File: config.mk
export PLATFORM = sky130hd
export DESIGN_NAME = ott_cell
export DESIGN_NICKNAME = d
export VERILOG_FILES = /design/src/rtl/ott_pkg.sv /design/src/rtl/ott_cell.sv
export SDC_FILE = /design/constraint.sdc
export NUM_CORES = 1
export LEC_CHECK = 0
export ABC_AREA = 1
export BUFFER_PORTS_ARGS = -buffer_cell sky130_fd_sc_hd__buf_2
export CAP_MARGIN = 0
export CORE_MARGIN = 8
export CORE_UTILIZATION = 45
export CTS_CLUSTER_DIAMETER = 30
export DETAILED_ROUTE_END_ITERATION = 7
export PLACE_DENSITY = 0.92
export SYNTH_ARGS = -nofsm -noshare
export SYNTH_HDL_FRONTEND = slang
export SYNTH_SLANG_ARGS = --single-unit
File: constraint.sdc
create_clock -name clk -period 7.88 [get_ports clk]
set_clock_uncertainty 0.2 [all_clocks]
set_input_delay 0.788 -clock clk [delete_from_list [all_inputs] [get_ports clk]]
set_output_delay 0.788 -clock clk [all_outputs]
set_load 0.02 [all_outputs]
File: src/rtl/ott_pkg.sv
package ott_pkg;

  localparam int TAG_BITS   = 32;
  localparam int INDEX_BITS = 6;
  localparam int WORD_BITS  = 32;
  localparam int COUNT_BITS = 7;
  localparam int ACT_BITS   = 3;
  localparam int STAT_BITS  = 2;
  // wide enough for any cell position, fill level or index compare
  localparam int CMP_BITS   = 12;

  localparam logic [ACT_BITS-1:0] ACT_APPEND     = 3'd0;
  localparam logic [ACT_BITS-1:0] ACT_READ_IDX   = 3'd1;
  localparam logic [ACT_BITS-1:0] ACT_FIND_TAG   = 3'd2;
  localparam logic [ACT_BITS-1:0] ACT_REMOVE_IDX = 3'd3;
  localparam logic [ACT_BITS-1:0] ACT_REMOVE_TAG = 3'd4;
  localparam logic [ACT_BITS-1:0] ACT_CLEAR      = 3'd5;
  localparam logic [ACT_BITS-1:0] ACT_COUNT      = 3'd6;

  localparam logic [STAT_BITS-1:0] ST_OK        = 2'd0;
  localparam logic [STAT_BITS-1:0] ST_BAD_TAG   = 2'd1;
  localparam logic [STAT_BITS-1:0] ST_FULL      = 2'd2;
  localparam logic [STAT_BITS-1:0] ST_NOT_FOUND = 2'd3;

  typedef struct packed {
    logic capture;   // register the per-cell hit for a new item
    logic by_index;  // hit on position rather than tag
    logic match_en;  // tag compare allowed (key nonzero)
    logic append;    // write the new entry at the fill position
    logic shift;     // cells at or above pos take their upper neighbour
  } ott_ctl_t;

endpackage

File: src/rtl/ott_cell.sv
module ott_cell
  import ott_pkg::*;
#(
  parameter int POS       = 0,
  parameter int DATA_BITS = 32,
  parameter int CNT_BITS  = 7,
  parameter int IDX_BITS  = 6
) (
  input  logic                  clk,
  input  ott_ctl_t              ctl,
  input  logic [CNT_BITS-1:0]   fill,
  input  logic [IDX_BITS-1:0]   pos,
  input  logic [TAG_BITS-1:0]   key,
  input  logic [INDEX_BITS-1:0] index,
  input  logic [DATA_BITS-1:0]  new_word,
  input  logic [TAG_BITS-1:0]   up_tag,
  input  logic [DATA_BITS-1:0]  up_word,
  output logic                  hit,
  output logic [TAG_BITS-1:0]   tag,
  output logic [DATA_BITS-1:0]  word
);

  localparam logic [CMP_BITS-1:0] MY_POS = CMP_BITS'(POS);

  logic live;
  logic at_end;
  logic above;
  logic idx_eq;

  assign live   = MY_POS < CMP_BITS'(fill);
  assign at_end = MY_POS == CMP_BITS'(fill);
  assign above  = MY_POS >= CMP_BITS'(pos);
  assign idx_eq = MY_POS == CMP_BITS'(index);

  always_ff @(posedge clk) begin
    if (ctl.capture) begin
      hit <= live && (ctl.by_index ? idx_eq : (ctl.match_en && (tag == key)));
    end
    if (ctl.append && at_end) begin
      tag  <= key;
      word <= new_word;
    end else if (ctl.shift && above) begin
      // close the gap left by a removal
      tag  <= up_tag;
      word <= up_word;
    end
  end

endmodule

# After elaboration in Yosys (flattened, before gate mapping)
# Cells that the tools add are included.
# W data, S select, Z words.
[totals]
regBits = 65
latch_bits = 0
ram_bits = 0
rom_bits = 0
output_inout_bits = 65
n_memories = 0
[op_classes]
n_addsub = 0
multipliers = 0
div_mod_pow = 0
order_cmp = 2
eq_ne = 1
shift = 0
n_mux = 5
bitwise_logic = 0
reduce_logical = 7
[ops]
columns = ["cell", "count"]
rows = [
  ["$mux W32", 4],
  ["$eq A32 B32 Y1", 1],
  ["$logic_not A7 Y1", 1],
  ["$lt A1 B7 Y1 const A", 1],
  ["$ge A1 B6 Y1 const A", 1],
  ["$logic_not A6 Y1", 1],
  ["$logic_and A1 B1 Y1", 4],
  ["$reduce_bool A2 Y1", 1],
  ["$mux W1", 1],
]

# Depth between registers and ports, before layout
# Gate-level depths: netlist of run 1.
[depth]
ltp_word = 4
depth_mapped = 10
depth_no_buf = 10

# Worst setup path before layout of run 1
# Ideal clock, no wire load.
[synth_timing]
path_kind = "input-to-reg"
from = "input port fill[3]"
to = "register tag[0], enable pin"
setup_ns = 0.424
t_arrival_ns = 3.107
required_ns = 7.256
setup_slack_ns = 4.150
stages = 7
n_path_buf = 2
cell_sequence = "nor2_1 -> nand2_1 -> nor4_4 -> nand2_2 -> buf_2 -> buf_2 -> nand2_1"
[synth_via]
elab_chain_len = 3
[synth_lines]
columns = ["element", "line_no", "rtl"]
rows = [
  ["start, declared", "ott_cell.sv:11", "input logic [CNT_BITS-1:0] fill,"],
  ["$logic_not A7 Y1", "ott_cell.sv:31", "assign at_end = MY_POS == CMP_BITS'(fill);"],
  ["$logic_and A1 B1 Y1", "ott_cell.sv:39", "if (ctl.append && at_end) begin"],
  ["$reduce_bool A2 Y1 (no line)", "-", ""],
  ["end signal, assigned", "ott_cell.sv:40", "tag <= key;"],
  ["end signal, assigned", "ott_cell.sv:44", "tag <= up_tag;"],
  ["end, declared", "ott_cell.sv:19", "output logic [TAG_BITS-1:0] tag,"],
]
# Every way passes these cells.
# A chain may end at the register's enable or synchronous reset.

# Worst setup path after layout of run 1
[layout_timing]
from = "input port fill[1]"
to = "register tag[27], enable pin"
# The elaborated chain is that of the path after synthesis.

==> results.yml, run 1 <==
grt:
  grt_max_degree: 86
  grt.overflow.total: 0
  grt_pass1_vias: 3652
  gr-usage-all-layers_pct: 20.4
  antenna_found_initial: 1
  grt_pass1_wl_um: 16700
worst_setup_path:
  path_class: "in2reg"
  reg2reg_depth: 7
  required_ps: 7630
  crit_fanout: 64
  worst_setup_path_start_kind: "input port"
  crit_path_end_kind: "flip-flop"
  cp_data_arrival_time_ps: 2480
route:
  drc: 0
  wl_um: 11100
  ant_nets: 0
  vias: 3502
  drt-initial-drc-count: 133
  wire_per_inst_um: 15.3
  firstDrtPassIters: 5
  routed_via_density: 4.85
placement:
  place_congestion: 0.874
  dp_hpwl_um: 8740
  placed_cell_area_mm2: 0.00458
  placed_cells: 707
  io_buffer_count: 217
logic_synthesis:
  netlist_instances: 405
  yosys.cell_types.count: 20
  yosysSeqAreaShare_pct: 57.1
  synth_area_mm2: 0.00342
  yosysWarnings: 0
  syn_nets: 558
  ys_ff_latch: 65
  synth.avg_cell_area_um2: 8.43
final_layout:
  drive_above_1_share_pct: 38.0
  nets: 772
  antenna_cells: 0
  area.growth.synth_to_final_pct: 39.3
  final_cell_area_mm2: 0.00476
  final_cells: 722
clock_network:
  cts_made_buffers: 9
  clock-root-buffer: "clkbuf_8"
  htreeDepth: 3
  cts_setup_buffers: 0
  clockBufferDepth: 2
  clkTransAtPathRegs_ps: 70
  ctsResizeCount: 0
  clock_latency_ps: 330
  cts_hold_buf: 0
  cts_tree: "yes"
  cts.sinks: 65
power_and_ir_drop:
  pwr-share-clk_pct: 35.5
  seq_power_share_pct: 52.7
  ir_drop_mv: 0.0924
  switching_share_pct: 22.5
  p_comb_share_pct: 11.8
  p_int_mw: 0.569
  powerDensity_mw_per_mm2: 154
  leakage_nw: 2.48
  p_sw_mw: 0.165
floorplanning:
  io_pins: 218
  die_area_mm2: 0.0106
  rows: 31
  die_x_um: 103
  core_area_mm2: 0.00729
  initial_core_util_pct: 46.8
  dieHeight_um: 103
sta:
  finalHoldViolations: 0
  setup_viol: 0
  fmax_ghz: 0.366
  period_minus_slack_ps: 2730
  slew_headroom_pct: 46.8
  fin_crit_sh_pct: 34.6
  tns_ps: 0
  tightest_slew_ps: 797
  rsz0062_at_grt: "false"
  slew_viol_final: 0
job:
  drv_cap: 0
hold_path:
  whs_path_depth: 1
  min-delay-path-class: "in2reg"
status:
  status: "finished, final reports clean"
per-layer routing:
| layer | up-vias | track usage, % | share of wire [%] |
|---|---|---|---|
| met1 | 1556 | 21.4 | 36 |
| met3 | 13 | 7.90 | 13 |
| met5 | - | 0 | 0.090 |
| met4 | 2 | 7.56 | 1.3 |
| met2 | 191 | 36.2 | 49 |
| li1 | 1740 | - | - |
cell type report:
type                       count  area [um2]
sequential                    65        1950
tap                           99         124
timing repair buffer         221        1120
fill                         591        2530
multi-input combinational    279        1230
clock inverter                 5        47.5
inverter                      43         161
clock buffer                  10         128
cell usage after synthesis:
cell | number | area, um2
nand2_2 | 1 | 6.26
o21ai_0 | 23 | 115
xor2_1 | 2 | 17.5
or2_2 | 1 | 6.26
nor4_4 | 1 | 21.3
clkbuf_1 | 13 | 48.8
nor2_1 | 19 | 71.3
a21boi_0 | 1 | 7.51
xnor2_1 | 7 | 61.3
nor4_1 | 1 | 6.26
edfxtp_1 | 65 | 1950
nor3_1 | 1 | 5.00
nand3_1 | 48 | 240
nand2_1 | 167 | 627
buf_2 | 5 | 25.0
o21bai_1 | 1 | 7.51
nand4_1 | 4 | 25.0
inv_1 | 43 | 161
a21oi_1 | 1 | 5.00
o22ai_1 | 1 | 6.26
power groups by stage:
stage	sequential [mW]	clock, mW	combinational, mW
final	0.386	0.261	0.0863
after global routing	0.386	0.281	0.0970
after CTS	0.386	0.266	0.0867
after detailed placement	0.394	0	0.0862
after global placement	0.394	0	0.0827
after floorplan	0.399	0	0.0304
state kept, by name, indices dropped and copies added (netlist names):
| signal | cells |
|---|---|
| tag | 32 |
| hit | 1 |
| word | 32 |
kinds of logic after synthesis:
logic type | share of synthesized area (%)
buffers and inverters | 6.89
DFF | 57.1
and+or+nand+nor | 29.5
AOI/OAI and AO/OA | 4.14
xor gates and xnor gates | 2.31
critical path, stage by stage:
cell	delay, ps
buf_2	110
nor2_1	90
nand2_1	90
nor4_4	130
buf_4	440
nand2_2	100
nand2_2	70
buf_4	640
placed cells by master (no fill, tap or decap), types with 4 or more instances in the layout:
cell type,synthesis,layout
nand2_1,167,166
buf_4,0,4
nand4_1,4,4
inv_1,43,43
nand3_1,48,48
buf_2,5,217
edfxtp_1,65,65
clkbuf_8,0,9
xnor2_1,7,7
o21ai_0,23,23
nor2_1,19,19
path summary, 6_finish.rpt:
check        startpoint  endpoint  slack [ps]
max reg2reg     tag[31]       hit        6280
min              ctl[4]       hit         460
max             fill[1]   tag[27]        5150
min reg2reg      tag[7]       hit         680
per-stage QoR:
step	hold WS [ps]	total power, mW	worst slack [ps]	utilization [%]
6_report	462	0.733	5150	65.3
3_3_place_gp	669	0.476	4880	62.9
2_1_floorplan	700	0.429	4150	-
4_1_cts	445	0.739	5170	65.3
5_1_grt	438	0.765	4980	65.3
3_5_place_dp	684	0.480	4810	62.9
No activity file was read; power rests on OpenSTA's default activity.
==> inputs of run 2 (changes only) <==
--- a/config.mk
+++ b/config.mk
@@ -5,14 +5,14 @@
 export SDC_FILE = /design/constraint.sdc
 export NUM_CORES = 1
 export LEC_CHECK = 0
-export ABC_AREA = 1
+export ABC_AREA = 0
 export BUFFER_PORTS_ARGS = -buffer_cell sky130_fd_sc_hd__buf_2
 export CAP_MARGIN = 0
 export CORE_MARGIN = 8
-export CORE_UTILIZATION = 45
+export CORE_UTILIZATION = 38
 export CTS_CLUSTER_DIAMETER = 30
 export DETAILED_ROUTE_END_ITERATION = 7
-export PLACE_DENSITY = 0.92
+export PLACE_DENSITY = 0.84
 export SYNTH_ARGS = -nofsm -noshare
 export SYNTH_HDL_FRONTEND = slang
 export SYNTH_SLANG_ARGS = --single-unit
==> constraint.sdc (replaced) <==
create_clock -name clk -period 2.4 [get_ports clk]
set_clock_uncertainty 0.2 [all_clocks]
set_input_delay 0.24 -clock clk [delete_from_list [all_inputs] [get_ports clk]]
set_output_delay 0.24 -clock clk [all_outputs]
set_load 0.02 [all_outputs]
==> results.yml, run 2 <==
logic_synthesis:
  yosys.area.top_type: "edfxtp_1"
  synth_ff_type: "edfxtp_1"
  synth.avg_cell_area_um2: 17.6
  yosysSeqAreaShare_pct: 58.3
  synth_area_leaders: "edfxtp_1, mux2_4, xor2_1"
  yosys.cell_types.count: 18
  synth_common_cells: "edfxtp_1, mux2_4, xor2_1, mux2_2, nor4_1"
  synth_top_area_share_pct: 58.3
  syn_nets: 343
  synth_area_mm2: 0.00335
  yosysWarnings: 0
  async_flop_share_pct: 0
  netlist_instances: 190
  yosysMostFrequentCell: "edfxtp_1"
  ys_ff_latch: 65
  synth-edff-count: 65
route:
  vias: 2728
  ant_nets: 0
  wl_met3_um: 1290
  drc: 0
  drt-initial-drc-count: 193
  top_layer_used: "met4"
  firstDrtPassIters: 4
  routed_via_density: 4.64
  wl_um: 10500
  drt-met1-wl_um: 3770
  route.met2.wl_um: 5330
  wire_per_inst_um: 17.9
worst_setup_path:
  critPathBufInv: 3
  reg2reg_depth: 4
  cp_cell_sequence: "buf_2, nor4_2, nand3_4, buf_4, mux2_4, dlygate4sd3_1"
  worst_setup_path_start_kind: "input port"
  crit_slowest_cell: "dlygate4sd3_1"
  required_ps: 2280
  r2r_slack_ps: 600
  critPathTopFamily: "buffers and inverters"
  slowest_delay_ps: 550
  cp_data_arrival_time_ps: 2200
  crit_path_end_kind: "flip-flop"
  crit-reg2reg-launch: "tag[29]"
  r2r-end: "hit"
  crit_fanout: 32
  path_class: "in2reg"
clock_network:
  clkTransAtPathRegs_ps: 70
  clockBufferDepth: 2
  cts_setup_buffers: 0
  cts_made_buffers: 9
  htreeDepth: 3
  clock_latency_ps: 330
  cts_tree: "yes"
  cts.sinks: 65
  clock-root-buffer: "clkbuf_8"
  ctsResizeCount: 0
placement:
  post-place-ws_ps: 262
  placed_cell_area_mm2: 0.00461
  io_buffer_count: 217
  dp_hpwl_um: 7780
  placed_cells: 514
  place_congestion: 0.761
final_layout:
  mostFrequentLayoutCell: "buf_2"
  final_cell_area_mm2: 0.00540
  antenna_cells: 0
  drive_above_1_share_pct: 63.3
  area.growth.synth_to_final_pct: 61.2
  top_regs: "tag x32, word x32, hit x1"
  nets: 628
  final_cell_mix: "buf_2, edfxtp_1, dlygate4sd3_1, mux2_4, xor2_1"
  fin_util_pct: 62.5
  final_cells: 588
sta:
  fin_crit_sh_pct: 96.3
  fmax_ghz: 0.432
  setup_viol: 0
  finalHoldViolations: 0
  layout_setup_ws_ps: 87.7
  tns_ps: 0
  tightest_slew_ps: 506
  slew_viol_final: 0
  period_minus_slack_ps: 2310
  rsz0062_at_grt: "false"
  slew_headroom_pct: 66.3
grt:
  gr-usage-all-layers_pct: 16.9
  grt.overflow.total: 0
  antenna_found_initial: 0
  grt_max_degree: 36
  grt_pass1_wl_um: 15500
  grt_pass1_vias: 3086
hold_path:
  hp-start: "up_tag[18]"
  whs_path_depth: 2
  timing.hold.worst_endpoint: "tag[18]"
  min-delay-path-class: "in2reg"
floorplanning:
  initial_core_util_pct: 38.8
  io_pins: 218
  die_x_um: 110
  core_area_mm2: 0.00864
  rows: 34
  dieHeight_um: 110
  die_area_mm2: 0.0121
job:
  drv_cap: 0
power_and_ir_drop:
  ir_drop_mv: 0.341
  powerDensity_mw_per_mm2: 486
  leakage_nw: 2.52
status:
  status: "finished, final reports clean"
-- run 2: cell types whose count changed after synthesis, moves of 3 or more --
cell,delta
nand2_1,-166
mux2_4,+49
nand3_1,-44
inv_1,-43
xor2_1,+30
o21ai_0,-23
nor2_1,-19
mux2_2,+15
clkbuf_1,-12
xnor2_1,-7
nor4_1,+6
buf_2,-5
buf_6,+5
nand4_1,-3
-- run 2: area by class of cell --
class	count	area (um2)
well taps	108	135
fillers	677	3240
multi-input cells	118	1360
clock inverters	6	82.6
repair buffers	281	1740
flip-flops and latches	65	1950
clock buffers	10	128
-- run 2: timing repair --
action	in CTS	in global routing
endpoints found under the hold margin	38	2
setup endpoints to repair	0	0
hold buffers	55	3
-- run 2: how the worst max path moves through the flow --
| stage | slack, ps | startpoint | end | cells after the start |
|---|---|---|---|---|
| 3_3_place_gp | 290 | pos[2] | word[12] | 4 |
| 5_1_grt | 20 | fill[3] | word[26] | 6 |
| 3_5_place_dp | 260 | pos[2] | tag[8] | 4 |
| 2_1_floorplan | -1210 | pos[2] | tag[0] | 2 |
| 4_1_cts | 110 | fill[3] | word[26] | 6 |
| 6_report | 90 | fill[3] | word[25] | 6 |
-- run 2: stage by stage --
step | hold WS [ps] | total power, mW
2_1_floorplan | 152 | 1.41
3_3_place_gp | 245 | 1.57
3_5_place_dp | 243 | 1.58
4_1_cts | 0.132 | 2.64
5_1_grt | 0.115 | 2.73
6_report | 20.1 | 2.62
-- run 2: kinds of logic after synthesis --
| family | synth area share (%) |
|---|---|
| buffers and inverters | 2.02 |
| AOI/OAI and AO/OA | 0.486 |
| muxes | 27.0 |
| and+or+nand+nor | 3.81 |
| xor gates and xnor gates | 8.37 |
| DFF | 58.3 |
-- run 2: worst reg2reg max path, stage by stage, from the launching register on --
cell	delay, ps
edfxtp_1	400
xor2_1	160
nor4_1	420
nand4_1	230
o31ai_1	230
-- run 2: layer usage --
layer | global-route usage (%) | up-vias
met2 | 29.6 | 147
met1 | 18.1 | 1265
met5 | 0 | -
met4 | 5.69 | 0
li1 | - | 1305
met3 | 6.74 | 11
-- run 2: where the power goes --
| part | internal (mW) | leakage, nW | switching [mW] |
|---|---|---|---|
| clock network | 0.578 | 0.0976 | 0.411 |
| registers | 1.26 | 0.586 | 0.00513 |
| logic | 0.242 | 1.84 | 0.124 |
| total | 2.08 | 2.52 | 0.540 |
==> inputs of run 3 (changes only) <==
--- a/config.mk
+++ b/config.mk
@@ -10,6 +10,7 @@
 export CAP_MARGIN = 0
 export CORE_MARGIN = 8
 export CORE_UTILIZATION = 38
+export CTS_BUF_LIST = sky130_fd_sc_hd__clkbuf_4 sky130_fd_sc_hd__clkbuf_8 sky130_fd_sc_hd__clkbuf_16
 export CTS_CLUSTER_DIAMETER = 30
 export DETAILED_ROUTE_END_ITERATION = 7
 export PLACE_DENSITY = 0.84
==> results.yml, run 3 (synthesis results as in run 2) <==
status:
  status: "finished, final reports clean"
sta:
  period_minus_slack_ps: 2330
  fmax_ghz: 0.429
  rsz0062_at_grt: "false"
  slew_headroom_pct: 66.3
  fin_crit_sh_pct: 97.1
  layout_setup_ws_ps: 69.9
  finalHoldViolations: 0
  tightest_slew_ps: 506
  slew_viol_final: 0
  setup_viol: 0
placement:
  placed_cells: 514
  io_buffer_count: 217
  dp_hpwl_um: 7780
  post-place-ws_ps: 262
  place_congestion: 0.761
final_layout:
  fillers: 676
  drive_above_1_share_pct: 63.5
  final_cells: 588
  top_regs: "tag x32, word x32, hit x1"
  antenna_cells: 0
  multi_input_area_mm2: 0.00136
  area.growth.synth_to_final_pct: 61.3
  regArea_mm2: 0.00195
  nets: 628
  mostFrequentLayoutCell: "buf_2"
  final_cell_mix: "buf_2, edfxtp_1, dlygate4sd3_1, mux2_4, xor2_1"
power_and_ir_drop:
  p_int_mw: 2.09
  p_comb_share_pct: 13.9
  pwr-share-clk_pct: 38.0
  ir_drop_mv: 0.339
  powerDensity_mw_per_mm2: 487
  seq_power_share_pct: 48.1
  leakage_nw: 2.53
  p_sw_mw: 0.539
  switching_share_pct: 20.5
grt:
  grt_max_degree: 36
  grt_pass1_wl_um: 15500
  grt.overflow.total: 0
  grt.busiest_layer: "met2"
  use_met3_pct: 6.74
  grt_pass1_vias: 3080
  met2_usage_pct: 29.5
  antenna_found_initial: 0
  gr-usage-all-layers_pct: 16.9
  grtUsageMet1_pct: 18.1
floorplanning:
  io_pins: 218
  die_area_mm2: 0.0121
  die_x_um: 110
  rows: 34
  initial_core_util_pct: 38.8
  dieHeight_um: 110
  core_area_mm2: 0.00864
clock_network:
  cts_made_buffers: 9
  clock_latency_ps: 330
  htreeDepth: 3
  cts_tree: "yes"
  cts.sinks: 65
  ctsResizeCount: 0
  clock-root-buffer: "clkbuf_8"
  clkTransAtPathRegs_ps: 70
  clockBufferDepth: 2
  cts_setup_buffers: 0
worst_setup_path:
  crit_path_end_kind: "flip-flop"
  crit_fanout: 32
  cp_data_arrival_time_ps: 2210
  path_class: "in2reg"
  required_ps: 2280
  worst_setup_path_start_kind: "input port"
route:
  vias: 2732
  ant_nets: 0
  wl_um: 10500
  wire_per_inst_um: 17.8
  drc: 0
  drt-initial-drc-count: 188
  firstDrtPassIters: 4
  routed_via_density: 4.65
hold_path:
  min-delay-path-class: "in2reg"
job:
  drv_cap: 0
-- run 3: changes by cell type in the layout (fill, tap and decap cells not counted) --
cell,before,now
clkbuf_1,1,0
clkbuf_4,0,1
-- run 3: stage by stage --
step | power [mW] | TNS [ps] | util (%) | hold slack (ps) | cell area, um2
floorplan | 1.41 | -77720 | - | 152 | 3370
global placement | 1.57 | 0 | 53.3 | 245 | 4610
detailed placement | 1.58 | 0 | 53.3 | 243 | 4610
CTS | 2.66 | 0 | 62.2 | 0.132 | 5370
global route | 2.74 | 0 | 62.5 | 0.115 | 5400
finish | 2.63 | 0 | 62.5 | 20.3 | 5400
-- run 3: layer usage --
layer  wire (um)  share of wire [%]  vias up
met5           0                  0        -
met4         125                1.2        0
met3        1290                 12       11
met2        5300                 51      147
met1        3770                 36     1268
li1            -                  -     1306
-- run 3: timing repair --
action	in CTS	in global routing
setup endpoints to repair	0	0
endpoints found under the hold margin	38	2
hold buffers	55	3
-- run 3: final timing paths --
path / from / to / slack [ps] / cells past startpoint
hold reg to reg: tag[25] / hit / 690 / 4
setup / recovery: fill[3] / word[30] / 70 / 6
setup reg to reg: tag[29] / hit / 600 / 4
hold / removal: up_tag[18] / tag[18] / 20 / 2
-- run 3: final cells by class --
class | count | area share, %
Clock buffer | 10 | 2.43
Timing Repair Buffer | 281 | 32.2
Sequential cell | 65 | 36.1
Clock inverter | 6 | 1.53
Tap cell | 108 | 2.50
Multi-Input combinational cell | 118 | 25.2
-- run 3: power by group through the flow --
stage               registers (mW)  clock network [mW]  logic, mW
global route                  1.27                1.08      0.393
floorplan                     1.31                   0      0.107
global placement              1.29                   0      0.277
finish                        1.27                1.00      0.366
CTS                           1.27                1.03      0.359
detailed placement            1.29                   0      0.288
-- run 3: worst max-delay path, cell delays in order --
cell	delay [ps]
buf_2	100
nor4_2	410
nand3_4	180
buf_4	320
mux2_4	360
dlygate4sd3_1	570
